===== src/rtl/core/s2i_pkg.sv =====
// Shared types, codes and tables for the serial to two-wire command decoder.
package s2i_pkg;

  localparam int unsigned QueueDepth = 4;
  localparam int unsigned QPtrW      = (QueueDepth > 1) ? $clog2(QueueDepth) : 1;
  localparam int unsigned QCntW      = $clog2(QueueDepth + 1);

  localparam logic [1:0] OK_RESP = 2'd0;
  localparam logic [1:0] OK_REQ  = 2'd1;
  localparam logic [1:0] OK_DIV  = 2'd2;

  localparam logic [7:0] STATUS_OK  = 8'h00;
  localparam logic [7:0] STATUS_ERR = 8'hFF;

  localparam logic [3:0] CMD_DIV_HI = 4'h8;
  localparam logic [4:0] DIV_RESET  = 5'd29;

  typedef struct packed {
    logic [1:0]      kind;
    logic [7:0]      status;
    logic [7:0]      addr;
    logic [1:0]      count;
    logic [2:0][7:0] data;
    logic [4:0]      div;
    logic [1:0]      nrd;
  } s2i_job_t;

  typedef struct packed {
    logic     valid;
    s2i_job_t job;
  } s2i_head_t;

  function automatic logic [4:0] div_lookup(input logic [1:0] sel);
    logic [4:0] r;
    case (sel)
      2'd0: r = DIV_RESET;
      2'd1: r = 5'd6;
      2'd2: r = 5'd2;
      default: r = 5'd0;
    endcase
    return r;
  endfunction

endpackage


===== src/rtl/core/s2i_front.sv =====
// Front end: accepts words, keeps decoder state and builds result jobs.
module s2i_front import s2i_pkg::*; (
  input  logic       clk_i,
  input  logic       rst_ni,
  input  logic       accept_i,
  input  logic       kind_i,
  input  logic [7:0] rx_byte_i,
  input  logic       ack_ok_i,
  input  logic [7:0] read_byte0_i,
  input  logic [7:0] read_byte1_i,
  input  logic [7:0] read_byte2_i,
  output logic       push_o,
  output s2i_job_t   job_o
);

  logic [7:0]      addr_q, addr_d;
  logic [2:0][7:0] data_q, data_d;
  logic            pending_q, pending_d;
  logic [1:0]      psize_q, psize_d;

  logic [2:0] sel;
  logic [3:0] nib;
  logic [1:0] size;
  logic [7:0] addr_m;
  logic [2:0][7:0] data_m;
  logic       rd_ok;
  logic [1:0] nrd;
  logic [2:0][7:0] rd_bytes;

  assign sel      = rx_byte_i[6:4];
  assign nib      = rx_byte_i[3:0];
  assign rd_bytes = {read_byte2_i, read_byte1_i, read_byte0_i};
  assign rd_ok    = ack_ok_i & addr_q[0];
  assign nrd      = rd_ok ? psize_q : 2'd0;

  always_comb begin
    addr_m = addr_q;
    data_m = data_q;
    case (sel)
      3'd0: addr_m[7:4]    = nib;
      3'd1: addr_m[3:0]    = nib;
      3'd2: data_m[0][7:4] = nib;
      3'd3: data_m[0][3:0] = nib;
      3'd4: data_m[1][7:4] = nib;
      3'd5: data_m[1][3:0] = nib;
      3'd6: data_m[2][7:4] = nib;
      default: data_m[2][3:0] = nib;
    endcase
    if (sel inside {3'd6, 3'd7}) begin
      size = 2'd3;
    end else if (sel inside {3'd4, 3'd5}) begin
      size = 2'd2;
    end else begin
      size = 2'd1;
    end
  end

  always_comb begin
    addr_d    = addr_q;
    data_d    = data_q;
    pending_d = pending_q;
    psize_d   = psize_q;
    push_o    = 1'b0;
    job_o     = '0;
    if (accept_i) begin
      if (!kind_i) begin
        if (!pending_q) begin
          if (rx_byte_i[7:4] == CMD_DIV_HI) begin
            if (rx_byte_i[3:2] == 2'd0) begin
              push_o     = 1'b1;
              job_o.kind = OK_DIV;
              job_o.div  = div_lookup(rx_byte_i[1:0]);
            end
          end else begin
            addr_d = addr_m;
            data_d = data_m;
            if (rx_byte_i[7]) begin
              pending_d   = 1'b1;
              psize_d     = size;
              push_o      = 1'b1;
              job_o.kind  = OK_REQ;
              job_o.addr  = addr_m;
              job_o.count = size;
              job_o.data  = data_m;
            end
          end
        end
      end else if (pending_q) begin
        pending_d    = 1'b0;
        push_o       = 1'b1;
        job_o.kind   = OK_RESP;
        job_o.status = ack_ok_i ? STATUS_OK : STATUS_ERR;
        job_o.nrd    = nrd;
        job_o.data   = rd_bytes;
        for (int i = 0; i < 3; i++) begin
          if (2'(i) < nrd) begin
            data_d[i] = rd_bytes[i];
          end
        end
      end
    end
  end

  always_ff @(posedge clk_i or negedge rst_ni) begin
    if (!rst_ni) begin
      addr_q    <= '0;
      data_q    <= '0;
      pending_q <= 1'b0;
      psize_q   <= 2'd1;
    end else begin
      addr_q    <= addr_d;
      data_q    <= data_d;
      pending_q <= pending_d;
      psize_q   <= psize_d;
    end
  end

endmodule


===== src/rtl/core/s2i_fifo.sv =====
// Short job queue between the front end and the result sequencer.
module s2i_fifo import s2i_pkg::*; (
  input  logic      clk_i,
  input  logic      rst_ni,
  input  logic      push_i,
  input  s2i_job_t  job_i,
  input  logic      pop_i,
  output logic      full_o,
  output s2i_head_t head_o
);

  s2i_job_t         mem_q [QueueDepth];
  logic [QPtrW-1:0] wr_q, wr_d, rd_q, rd_d;
  logic [QCntW-1:0] cnt_q, cnt_d;
  logic             do_push, do_pop;

  assign full_o      = (cnt_q == QCntW'(QueueDepth));
  assign head_o.valid = (cnt_q != '0);
  assign head_o.job   = mem_q[rd_q];
  assign do_push     = push_i & ~full_o;
  assign do_pop      = pop_i & head_o.valid;

  always_comb begin
    wr_d  = wr_q;
    rd_d  = rd_q;
    cnt_d = cnt_q;
    if (do_push) begin
      wr_d = (wr_q == QPtrW'(QueueDepth - 1)) ? '0 : wr_q + 1'b1;
    end
    if (do_pop) begin
      rd_d = (rd_q == QPtrW'(QueueDepth - 1)) ? '0 : rd_q + 1'b1;
    end
    if (do_push && !do_pop) begin
      cnt_d = cnt_q + 1'b1;
    end else if (!do_push && do_pop) begin
      cnt_d = cnt_q - 1'b1;
    end
  end

  always_ff @(posedge clk_i) begin
    if (do_push) begin
      mem_q[wr_q] <= job_i;
    end
  end

  always_ff @(posedge clk_i or negedge rst_ni) begin
    if (!rst_ni) begin
      wr_q  <= '0;
      rd_q  <= '0;
      cnt_q <= '0;
    end else begin
      wr_q  <= wr_d;
      rd_q  <= rd_d;
      cnt_q <= cnt_d;
    end
  end

endmodule


===== src/rtl/core/s2i_back.sv =====
// Back end: walks the head job and emits its result words one per cycle while the output is not stalled.
module s2i_back import s2i_pkg::*; (
  input  logic       clk_i,
  input  logic       rst_ni,
  input  s2i_head_t  head_i,
  output logic       pop_o,
  output logic       out_valid_o,
  input  logic       out_stall_i,
  output logic [1:0] out_kind_o,
  output logic [7:0] out_byte_o,
  output logic [7:0] target_address_o,
  output logic [1:0] byte_count_o,
  output logic [7:0] write_byte0_o,
  output logic [7:0] write_byte1_o,
  output logic [7:0] write_byte2_o,
  output logic [4:0] clock_divider_o,
  output logic       last_o
);

  logic [1:0] idx_q, idx_d;
  logic       take;
  logic [1:0] didx;
  s2i_job_t   job;

  assign job         = head_i.job;
  assign out_valid_o = head_i.valid;
  assign take        = out_valid_o & ~out_stall_i;
  assign last_o      = (idx_q == job.nrd);
  assign pop_o       = take & last_o;
  assign didx        = idx_q - 2'd1;

  always_comb begin
    out_kind_o       = job.kind;
    out_byte_o       = '0;
    target_address_o = '0;
    byte_count_o     = '0;
    write_byte0_o    = '0;
    write_byte1_o    = '0;
    write_byte2_o    = '0;
    clock_divider_o  = '0;
    case (job.kind)
      OK_RESP: out_byte_o = (idx_q == 2'd0) ? job.status : job.data[didx];
      OK_REQ: begin
        target_address_o = job.addr;
        byte_count_o     = job.count;
        write_byte0_o    = job.data[0];
        write_byte1_o    = job.data[1];
        write_byte2_o    = job.data[2];
      end
      OK_DIV: clock_divider_o = job.div;
      default: out_byte_o = '0;
    endcase
  end

  always_comb begin
    idx_d = idx_q;
    if (take) begin
      idx_d = last_o ? 2'd0 : idx_q + 2'd1;
    end
  end

  always_ff @(posedge clk_i or negedge rst_ni) begin
    if (!rst_ni) begin
      idx_q <= '0;
    end else begin
      idx_q <= idx_d;
    end
  end

endmodule


===== src/rtl/core/serial_to_i2c_command_decoder.sv =====
// Serial to two-wire command decoder top level.
// A word's results are written into the job queue and shown from its head.
// Throughput: one input word per cycle while the 4-entry job queue has room;
// results leave one per cycle while the output is not stalled, and a read completion gives up to 4 result words.
// Reset (async, active low): address and data zero, not pending, size one, queue empty.
module serial_to_i2c_command_decoder import s2i_pkg::*; (
  input  logic       clk_i,
  input  logic       rst_ni,
  input  logic       in_valid_i,
  output logic       in_stall_o,
  input  logic       kind_i,
  input  logic [7:0] rx_byte_i,
  input  logic       ack_ok_i,
  input  logic [7:0] read_byte0_i,
  input  logic [7:0] read_byte1_i,
  input  logic [7:0] read_byte2_i,
  output logic       out_valid_o,
  input  logic       out_stall_i,
  output logic [1:0] out_kind_o,
  output logic [7:0] out_byte_o,
  output logic [7:0] target_address_o,
  output logic [1:0] byte_count_o,
  output logic [7:0] write_byte0_o,
  output logic [7:0] write_byte1_o,
  output logic [7:0] write_byte2_o,
  output logic [4:0] clock_divider_o,
  output logic       last_o
);

  logic      accept;
  logic      push;
  logic      pop;
  logic      full;
  s2i_job_t  job;
  s2i_head_t head;

  assign accept     = in_valid_i & ~in_stall_o;
  assign in_stall_o = full;

  s2i_front u_front (
    .clk_i        (clk_i),
    .rst_ni       (rst_ni),
    .accept_i     (accept),
    .kind_i       (kind_i),
    .rx_byte_i    (rx_byte_i),
    .ack_ok_i     (ack_ok_i),
    .read_byte0_i (read_byte0_i),
    .read_byte1_i (read_byte1_i),
    .read_byte2_i (read_byte2_i),
    .push_o       (push),
    .job_o        (job)
  );

  s2i_fifo u_fifo (
    .clk_i  (clk_i),
    .rst_ni (rst_ni),
    .push_i (push),
    .job_i  (job),
    .pop_i  (pop),
    .full_o (full),
    .head_o (head)
  );

  s2i_back u_back (
    .clk_i            (clk_i),
    .rst_ni           (rst_ni),
    .head_i           (head),
    .pop_o            (pop),
    .out_valid_o      (out_valid_o),
    .out_stall_i      (out_stall_i),
    .out_kind_o       (out_kind_o),
    .out_byte_o       (out_byte_o),
    .target_address_o (target_address_o),
    .byte_count_o     (byte_count_o),
    .write_byte0_o    (write_byte0_o),
    .write_byte1_o    (write_byte1_o),
    .write_byte2_o    (write_byte2_o),
    .clock_divider_o  (clock_divider_o),
    .last_o           (last_o)
  );

  a_single_word_last: assert property (@(posedge clk_i) disable iff (!rst_ni)
    out_valid_o && out_kind_o != OK_RESP |-> last_o)
    else $error("request or divider word not marked last");

  a_req_count_nonzero: assert property (@(posedge clk_i) disable iff (!rst_ni)
    out_valid_o && out_kind_o == OK_REQ |-> byte_count_o != 2'd0)
    else $error("request word with zero byte count");

  a_resp_continues: assert property (@(posedge clk_i) disable iff (!rst_ni)
    out_valid_o && out_kind_o == OK_RESP && !last_o |=> out_valid_o && out_kind_o == OK_RESP)
    else $error("response sequence broken before last word");

endmodule


===== config.mk =====
export PLATFORM = sky130hd
export DESIGN_NAME = serial_to_i2c_command_decoder
export DESIGN_NICKNAME = d
export VERILOG_FILES = /design/src/rtl/core/s2i_pkg.sv /design/src/rtl/core/s2i_front.sv /design/src/rtl/core/s2i_fifo.sv /design/src/rtl/core/s2i_back.sv /design/src/rtl/core/serial_to_i2c_command_decoder.sv
export SDC_FILE = /design/constraint.sdc
export NUM_CORES = 1
export LEC_CHECK = 0
export ABC_AREA = 1
export BUFFER_PORTS_ARGS = -buffer_cell sky130_fd_sc_hd__buf_4
export CORE_MARGIN = 2
export CORE_UTILIZATION = 35
export CTS_CLUSTER_SIZE = 10
export DETAILED_ROUTE_END_ITERATION = 7
export PLACE_DENSITY_LB_ADDON = 0.25
export SYNTH_ARGS = -nofsm -noshare
export SYNTH_HDL_FRONTEND = slang
export SYNTH_HIERARCHICAL = 1
export SYNTH_SLANG_ARGS = --single-unit

===== constraint.sdc =====
create_clock -name clk_i -period 10.6 [get_ports clk_i]
set_input_delay 1.59 -clock clk_i [delete_from_list [all_inputs] [get_ports clk_i]]
set_output_delay 1.59 -clock clk_i [all_outputs]
set_load 0.1 [all_outputs]

==> impl_results.md <==
- Share of the yosys chip area belonging to registers: 0.5728
- # rows: 69
- Setup tns final: 0 ns
- CP cell instances: buf_4, nand2_1, o211ai_2, nand2_1, inv_1, or2_4, nor2_1, buf_4
- Clock sink count: 248
- # fillers: 3,491
- Startpoint types: flop
- Top-count cell post-synth: nand2_1
- Worst-Margin Slew: 1.062 ns
- First-pass GRT wire length: 49.12 mm
- Clock Skews: 0.01275 ns
- Met1 wire length: 14.88 mm
- Die H: 193.9 um
- CP arrival: 3.95 ns
- Top sig layer: met4
- Hold_buf cts: 0
- Clock buffer depth: 3
- Hold Path Class: reg2reg
- Pin count of the biggest net entering global routing: 81
- RSZ-0062 raised after global routing: false
- Pint: 0.002279 W
- Initial antenna violation count: 0
- CP Class: reg2out
- Switch Pwr: 0.002230 W
- Clk_lat worst skew: 0.54 ns
- Mapped Area: 0.01262 mm2
- Post-CTS resize count: 0
- Met3 WL: 1.865 mm
- Hold_ws: 0.4767 ns
- CP max FO: 80
- Slew HR: 0.2918
- Avg Inst Size Synth: 9.774 um2
- Top FF cell, synth: edfxtp_1
- Die extent in x: 193.9 um
- Final setup fails: 0
- CTS tree: done
- Final Hold Vio Count: 0
- Data required time of the worst path: 9.01 ns
- Final instance area: 0.01429 mm2
- # IOs: 90
- Net Sw Frac: 0.4946
- Core area: 0.03557 mm2
- P_leak: 6.172 nW
- Clock share of power: 0.201
- Total power: 0.004510 W
- Cell variety after synth: 34
- Drt pass-1 iters: 5
- Ratio of cells with drive above 1 in the final layout: 0.1702
- Number of buffers inserted during clock tree synthesis: 29
- CP endpoint kind: output port
- Synth top area share: 0.4855
- Vias in the first global route: 8,502
- PortBufs: 89
- Fin crit period: 5.538 ns
- Routed wire length on met2: 14.35 mm
- CTS clock-pin slew for the worst setup and hold paths: 0.05 ns
- Yosys warns: 6
- Logic pwr share: 0.501
- Max_cap viols: 0
- # Post-CTS Setup Buffers: 0
- Final WL: 31.65 mm
- Per-cell routed wire length: 17.22 um
- Via density: 4.758
- PwrDens: 315.5 mW/mm2
- Xor/xnor share of the synthesized area: 0.0006941
- Nets: 1,401
- Number of DRC markers in iteration 0: 629
- Die area: 0.03759 mm2
- Slowest-stage cell, CP: dfrtp_4
- Dominant cell type by area after synthesis: edfxtp_1
- Compound-gate portion of the synthesized area: 0.1075
- Simple-gate share of the synthesized area: 0.2002
- Area growth syn-to-layout: 13.27%
- Post-Synth Adder-Cell Area: 0.01150
- H-tree levels: 1
- Largest family of logic cells by synthesized area: simple AND/OR/NAND/NOR gates
- Pins over their slew limit: 0
- Synth Register Bits: 248
- Initial Utilization: 0.3548
- Via count: 8,746
- Post-Syn Instances: 1,291
- RePlAce Congestion: 0.8149
- Placed Instance Area: 0.01344 mm2
- Grt total ovfl: 0
- Outcome: finished clean
- Post-route ant nets: 0
- Largest stage delay, worst path: 0.89 ns
- Tcrit/Tclk final: 0.5224
- Most frequent cells after synthesis: nand2_1 (407), inv_1 (206), edfxtp_1 (204), nor2_1 (75)
- Fmax: 180.6 MHz
- Clock Root Buffer: clkbuf_16
- Synth area leaders: edfxtp_1 (49%), nand2_1 (12%), dfrtp_1 (8.5%)
- Sequential fraction of design power: 0.298
- GR Util All Layers: 0.1675
- VDD IR max: 0.0004584 V
- Post-synth EDFFs: 204
- Asr flop ratio synth: 0.1774
- Net Count, Synth: 1,340
- Mux contribution to synthesized area: 0
- Drt drc: 0
- Post-DP HPWL: 20.61 mm
routing by layer:
metal	vias up	global-route usage
li1	4322	-
met1	4165	0.2429
met2	216	0.2627
met3	43	0.03061
met4	0	0.03479
met5	-	0
power groups by stage:
| stage | Sequential [W] | Combinational, W | Clock (W) |
|---|---|---|---|
| 3_5_place_dp | 0.00136 | 0.00228 | 0 |
| 5_1_grt | 0.00136 | 0.00243 | 0.000966 |
| 6_report | 0.00134 | 0.00226 | 0.000906 |
| 3_3_place_gp | 0.00136 | 0.00227 | 0 |
| 4_1_cts | 0.00134 | 0.00228 | 0.000927 |
| 2_1_floorplan | 0.00131 | 0.00190 | 0 |
cell usage in the layout, fill, tap and decap left out, types with 2 or more instances in the layout:
master	n
o22ai_1	4
nand2_1	407
inv_2	5
ha_1	10
nor2_4	37
clkinv_1	6
a21oi_1	17
edfxtp_1	204
inv_1	206
dfrtp_1	41
o21ai_0	38
nor2_2	2
nand3_1	52
diode_2	2
clkbuf_16	29
buf_4	99
o211ai_2	51
o21ai_1	4
o211ai_1	52
nand4_1	6
nor2_1	71
clkbuf_1	20
critical path: cells and delay by family, from the launching register on:
kind                   cells  cell delay (ns)
AO/OA/AOI/OAI              1             0.09
buffers and inverters      3             1.16
flip-flops                 1             0.89
AND/OR/NAND/NOR            4             1.20
stage by stage:
stage	cells	util	setup slack [ns]
6_report	1838	0.4018	5.062
4_1_cts	1836	0.4017	4.996
3_3_place_gp	1782	0.3777	5.624
3_5_place_dp	1782	0.3777	5.580
2_1_floorplan	1291	-	5.607
5_1_grt	1836	0.4017	4.720
final timing paths:
check | start | to | slack (ns) | depth (start not counted)
max | u_fifo/rd_q[0] | write_byte0_o[5] | 5.06 | 8
min | u_front/data_q[0] | u_front/data_q[0] | 0.48 | 2
max reg2reg | u_fifo/rd_q[0] | u_fifo/cnt_q[1] | 6.64 | 15
min reg2reg | u_front/data_q[0] | u_front/data_q[0] | 0.48 | 2
max in group asynchronous | rst_ni | u_fifo/rd_q[0] | 9.03 | 1
min in group asynchronous | rst_ni | u_front/data_q[5] | 1.07 | 1
registers in the layout (all words and copies together) (netlist names):
name,count
u_fifo/wr_q,2
u_front/addr_q,8
u_fifo/mem_q,204
u_fifo/rd_q,2
u_fifo/cnt_q,3
u_front/data_q,24
u_front/psize_q,2
u_back/idx_q,2
u_front/pending_q,1
layout make-up:
cell class	count	area [um2]	area share
clock buffer	49	800.8	0.05603
multi-input combinational	758	4069	0.2847
tap	461	576.8	0.04036
sequential	248	7233	0.5061
inverter	216	813.3	0.05690
antenna	2	5.005	0.0003502
timing repair buffer	99	743.2	0.05200
clock inverter	5	51.30	0.003589
cell families (layout without fill, tap and decap cells):
kind of cell / after synthesis / count (layout)
simple gates: 579 / 579
compound gates: 167 / 167
buf+inv: 285 / 369
xor+xnor: 1 / 1
flops: 248 / 248
fa+ha+maj: 11 / 11
other cells: 0 / 2
(Power assumes the default switching activity.)
